### src/rcbs_pkg.sv
// Package for the ring closure bond search: widths, codes and control types.
package rcbs_pkg;

  localparam int BOND_SLOTS  = 8192;
  localparam int ATOM_W      = 15;
  localparam int ADDR_W      = (BOND_SLOTS > 1) ? $clog2(BOND_SLOTS) : 1;
  localparam int CNT_W       = $clog2(BOND_SLOTS + 1);
  localparam int MAX_REPORTS = 64;
  localparam int MATCH_SAT   = MAX_REPORTS + 1;
  localparam int MATCH_W     = $clog2(MATCH_SAT + 1);
  localparam int REP_W       = $clog2(MAX_REPORTS + 1);

  typedef logic [ATOM_W-1:0] atom_t;

  typedef enum logic [1:0] {
    CMD_CLEAR = 2'd0,
    CMD_LOAD  = 2'd1,
    CMD_QUERY = 2'd2
  } cmd_code_t;

  typedef enum logic [1:0] {
    S_IDLE,
    S_SCAN,
    S_EMIT
  } state_t;

  // Commands from the controller to the datapath.
  typedef struct packed {
    logic accept;
    logic start_query;
    logic scan_en;
    logic emit_en;
  } dp_cmd_t;

  // Status from the datapath to the controller.
  typedef struct packed {
    logic scan_done;
    logic emit_fire;
    logic emit_last;
  } dp_status_t;

endpackage

### src/rcbs_ctrl.sv
// Controller state machine of the bond search: idle, table scan, report emission.
module rcbs_ctrl import rcbs_pkg::*; (
  input  logic       clk,
  input  logic       rst_n,
  input  logic       in_valid,
  input  logic [1:0] in_command,
  output logic       in_ready,
  input  dp_status_t status,
  output dp_cmd_t    cmd
);

  state_t state_r;
  state_t state_nxt;
  logic   in_fire;

  assign in_fire = in_valid && in_ready;

  always_ff @(posedge clk) begin
    if (!rst_n) begin
      state_r <= S_IDLE;
    end else begin
      state_r <= state_nxt;
    end
  end

  always_comb begin
    state_nxt = state_r;
    unique case (state_r)
      S_IDLE: begin
        if (in_fire && (in_command == CMD_QUERY)) begin
          state_nxt = S_SCAN;
        end
      end
      S_SCAN: begin
        if (status.scan_done) begin
          state_nxt = S_EMIT;
        end
      end
      S_EMIT: begin
        if (status.emit_fire && status.emit_last) begin
          state_nxt = S_IDLE;
        end
      end
      default: state_nxt = S_IDLE;
    endcase
  end

  always_comb begin
    in_ready        = 1'b0;
    cmd.scan_en     = 1'b0;
    cmd.emit_en     = 1'b0;
    unique case (state_r)
      S_IDLE:  in_ready    = 1'b1;
      S_SCAN:  cmd.scan_en = 1'b1;
      S_EMIT:  cmd.emit_en = 1'b1;
      default: in_ready    = 1'b0;
    endcase
    cmd.accept      = in_fire;
    cmd.start_query = in_fire && (in_command == CMD_QUERY);
  end

`ifndef SYNTHESIS
  a_scan_holds: assert property (@(posedge clk) disable iff (!rst_n)
    (state_r == S_SCAN && !status.scan_done) |=> (state_r == S_SCAN))
    else $error("scan left before the table was done");
`endif

endmodule

### config.mk
export PLATFORM = sky130hd
export DESIGN_NAME = rcbs_ctrl
export DESIGN_NICKNAME = d
export VERILOG_FILES = /design/src/rcbs_pkg.sv /design/src/rcbs_ctrl.sv
export SDC_FILE = /design/constraint.sdc
export NUM_CORES = 1
export LEC_CHECK = 0
export BUFFER_PORTS_ARGS = -buffer_cell sky130_fd_sc_hd__buf_4
export CAP_MARGIN = 20
export CORE_AREA = 2 2 39 41
export CTS_BUF_LIST = sky130_fd_sc_hd__clkbuf_4
export DETAILED_ROUTE_END_ITERATION = 10
export DIE_AREA = 0 0 41 43
export GPL_ROUTABILITY_DRIVEN = 0
export GPL_TIMING_DRIVEN = 1
export PLACE_DENSITY = 0.31
export SLEW_MARGIN = 20
export SYNTH_ARGS = -nofsm -noshare
export SYNTH_HDL_FRONTEND = slang
export SYNTH_SLANG_ARGS = --single-unit
### constraint.sdc
create_clock -name clk -period 0.97 [get_ports clk]
set_input_delay 0.194 -clock clk [delete_from_list [all_inputs] [get_ports clk]]
set_output_delay 0.194 -clock clk [all_outputs]
set_load 0.02 [all_outputs]
==> results.md <==
- The run finished, with violations left.
- The final reports fail on negative setup slack.
- The register with the most flip-flops is state_r.
- The cell area after technology mapping is 120 µm².
- The number of buffers on the longest clock path is 2.
- The floorplan die width is 41 µm.
- The placed standard-cell area is between 200 and 250 µm².
- During synthesis, Yosys emitted a total of 0 warnings.
- The data required time at the worst endpoint is around 0.8 ns.
- The residual DRC count is 0.
- The overall die height is roughly 43 µm.
- The max-slew violation count was 0.
- Once the floorplan was initialized, standard cells occupied just under 9% of the core.
- The number of antenna violations at the first check in global routing came to 0.
- After layout, the minimum clock period comes to ~1.3 ns.
- The CTS root buffer is sky130_fd_sc_hd__clkbuf_4.
- Hold repair after CTS inserted 0 buffers.
- The number of distinct library cell variants in the gate-level netlist after synthesis is 10.
- The most common cell after layout, fill and taps aside is sky130_fd_sc_hd__buf_4.
- The worst-skew pair later-pin latency is between 0.2 and 0.25 ns.
- The I/O pin count is 13.
- The largest registers in the layout are state_r x2.
- The share of the Yosys chip area taken by registers is between 30% and 40%.
- The power density over the cells is 1080 nW/µm².
- Of the available clock period, the critical path in the final layout requires 131%.
- The layout-stage area growth over the synthesis result is 195%.
- The share of post-route cells with drive strength above 1 is roughly nine tenths.
- The pin count of the biggest net entering global routing is 4.
- The final hold violation count is 0.
- The number of global-route vias before repair is ~150.
- The remaining max-slew budget at the tightest pin is between 90% and 100%.
- The number of buffers created by CTS is 3.
- TritonCTS built the clock tree.
- Leaving out fill and tap cells, the most frequent cells in the layout are 13 x sky130_fd_sc_hd__buf_4, 7 x sky130_fd_sc_hd__buf_6, 3 x sky130_fd_sc_hd__clkbuf_4.
- The number of input and output port buffers inserted is 12.
- The register with the most flip-flops in the layout has 2 of them.
- For this run, the top clock speed supported by timing is 0.786 GHz.
- The total die area is 1760 µm².
- The critical path goes through nor3b_2 > and3b_2 > buf_6.
- The floorplan has 14 rows.
- IR analysis of the VDD net gives a maximum drop of roughly 0.57 mV.
- Clock-pin slew was measured on the worst setup and hold paths at approximately 0.030 ns.
- The footprint of the flip-flops and latches is between 40 and 50 µm².
- The startpoint of the worst register-to-register path is state_r[0]$_SDFFE_PN0P_.
- The class of the tightest hold or removal check is in2reg.
- The path depth of the worst reg2reg path is 6.
- The overall overflow remaining after global route is 0.
- The first global-routing pass estimated 641 µm of wire.
- The critical path is of the reg2out type.
- The count of filler cells inserted in the layout is around 160.
- The post-layout net count is 45.
- The critical path depth is 3.
- The tightest hold path in the finished design has a slack of roughly 0.18 ns.
- The number of nets handed over by synthesis was 21.
- After detailed routing, the total wire length is 454 µm.
- Counting both buffers and inverters, the worst setup path holds a total of 1.
- After floorplanning, the core was sized to cover around 1400 µm².
- After detailed routing, the number of vias per cell comes to ~3.6.
- Across the run, the number of max-cap violations was 0.
- The number of antenna diodes in the final layout is 0.
- For this run, the slowest stage of the critical path takes between 0.3 and 0.4 ns.
- In this run the number of H-tree levels came out at 1.
- The number of setup violations in the final report is 7.
- The global-route usage over all layers is under 10%.
- The top cell family by delay on the critical path is simple AND/OR/NAND/NOR gates.
- The most critical setup path has its startpoint at state_r[0]$_SDFFE_PN0P_.
- The number of optimization iterations in the first detailed-route pass is 1.
- For the pin with the worst max-slew slack, the measured transition is around 0.14 ns.
- The per-cell routed wire length is roughly 8.9 µm.
- The initial DRC count is 0.
- The termination of the worst setup path is cmd[2].
- The residual antenna-violating net count after detailed routing is 0.
- The smallest setup slack after layout is -0.302 ns.
- The setup check on the worst reg-to-reg path leaves a slack of -0.21 ns.
- STA classifies the critical path endpoint as a primary output.
- The maximum fanout encountered on the critical timing path is 3.
- The cell with the largest stage delay on the worst path is sky130_fd_sc_hd__dfxtp_2.
- The type of element launching the critical path is a register.
- Across the routed clock network, the largest skew measured is between 0.003 and 0.004 ns.
- The endpoint arrival time on the critical path is 1.08 ns.
- The capture point of the worst reg-to-reg path is state_r[0]$_SDFFE_PN0P_.
- The register bit total from synthesis is 2.
- The finished cells cover 354 µm².
- Summed over all cells, the static leakage comes to 0.175 nW.
- The total chip power is between 0.0003 and 0.0004 W.
- Summing all multi-input logic gate instances after layout gives ~90 µm².
- At the end of the flow the core is filled with cells to approximately a quarter.
- The post-synthesis instance total is 13.
- The via count is between 150 and 200.
- The average footprint of a synthesized cell is roughly 9.2 µm².
- The detailed placer's ending HPWL is about 320 µm.
- Setup repair after global routing could not meet its margin everywhere.
- The number of clock sinks is 2.
[metal layers]
metal | up-vias | wire (µm) | GRT usage, %
met5 | - | 0 | 0
met4 | 0 | 29 | 10.0
met3 | 4 | 66 | 4.71
met2 | 14 | 156 | 5.94
met1 | 77 | 201 | 7.67
li1 | 87 | - | -
[where the power goes]
| group | total (W) | internal, W | switching [W] |
|---|---|---|---|
| registers | 0.0000882 | 0.0000861 | 0.00000214 |
| logic | 0.000102 | 0.0000658 | 0.0000364 |
| clock network | 0.000191 | 0.000137 | 0.0000540 |
[how the worst min path moves through the flow]
stage	depth (start not counted)	from	to
2_1_floorplan	1	rst_n	state_r[0]$_SDFFE_PN0P_
3_3_place_gp	2	rst_n	state_r[0]$_SDFFE_PN0P_
3_5_place_dp	2	rst_n	state_r[0]$_SDFFE_PN0P_
4_1_cts	2	rst_n	state_r[0]$_SDFFE_PN0P_
5_1_grt	2	rst_n	state_r[0]$_SDFFE_PN0P_
6_report	2	rst_n	state_r[0]$_SDFFE_PN0P_
[cell usage after synthesis]
master	number	share of area [%]
sky130_fd_sc_hd__a22oi_1	1	6.3
sky130_fd_sc_hd__and2b_2	1	7.3
sky130_fd_sc_hd__and3b_2	1	8.3
sky130_fd_sc_hd__buf_4	1	6.3
sky130_fd_sc_hd__dfxtp_1	2	33
sky130_fd_sc_hd__nand2_1	1	3.1
sky130_fd_sc_hd__nor2_1	1	3.1
sky130_fd_sc_hd__nor2b_1	3	16
sky130_fd_sc_hd__nor3b_2	1	10
sky130_fd_sc_hd__o21a_1	1	6.3
[through the flow]
step	TNS (ns)	setup WS, ns	cells
after floorplan	0	0.0112	13
after global placement	-0.145	-0.106	43
after detailed placement	-0.156	-0.105	43
after CTS	-1.41	-0.328	49
after global routing	-1.85	-0.361	51
final	-1.57	-0.302	51
[cells by family after synthesis]
group	synth area share (%)
simple gates	47.9
flops	33.3
compound gates	12.5
buf+inv	6.25
[final cells by class]
type | instances | share of cell area (%)
timing repair buffer | 20 | 49.8
multi-input combinational | 10 | 26.1
sequential | 2 | 12.0
clock buffer | 3 | 6.36
tap | 16 | 5.65
[timing repair]
action | 4_1_cts | 5_1_grt
resized for setup | 9 | 3
pin swaps | 2 | 4
endpoints found under the setup margin | 7 | 7
setup buffers | 3 | 3
(Power assumes the default switching activity.)
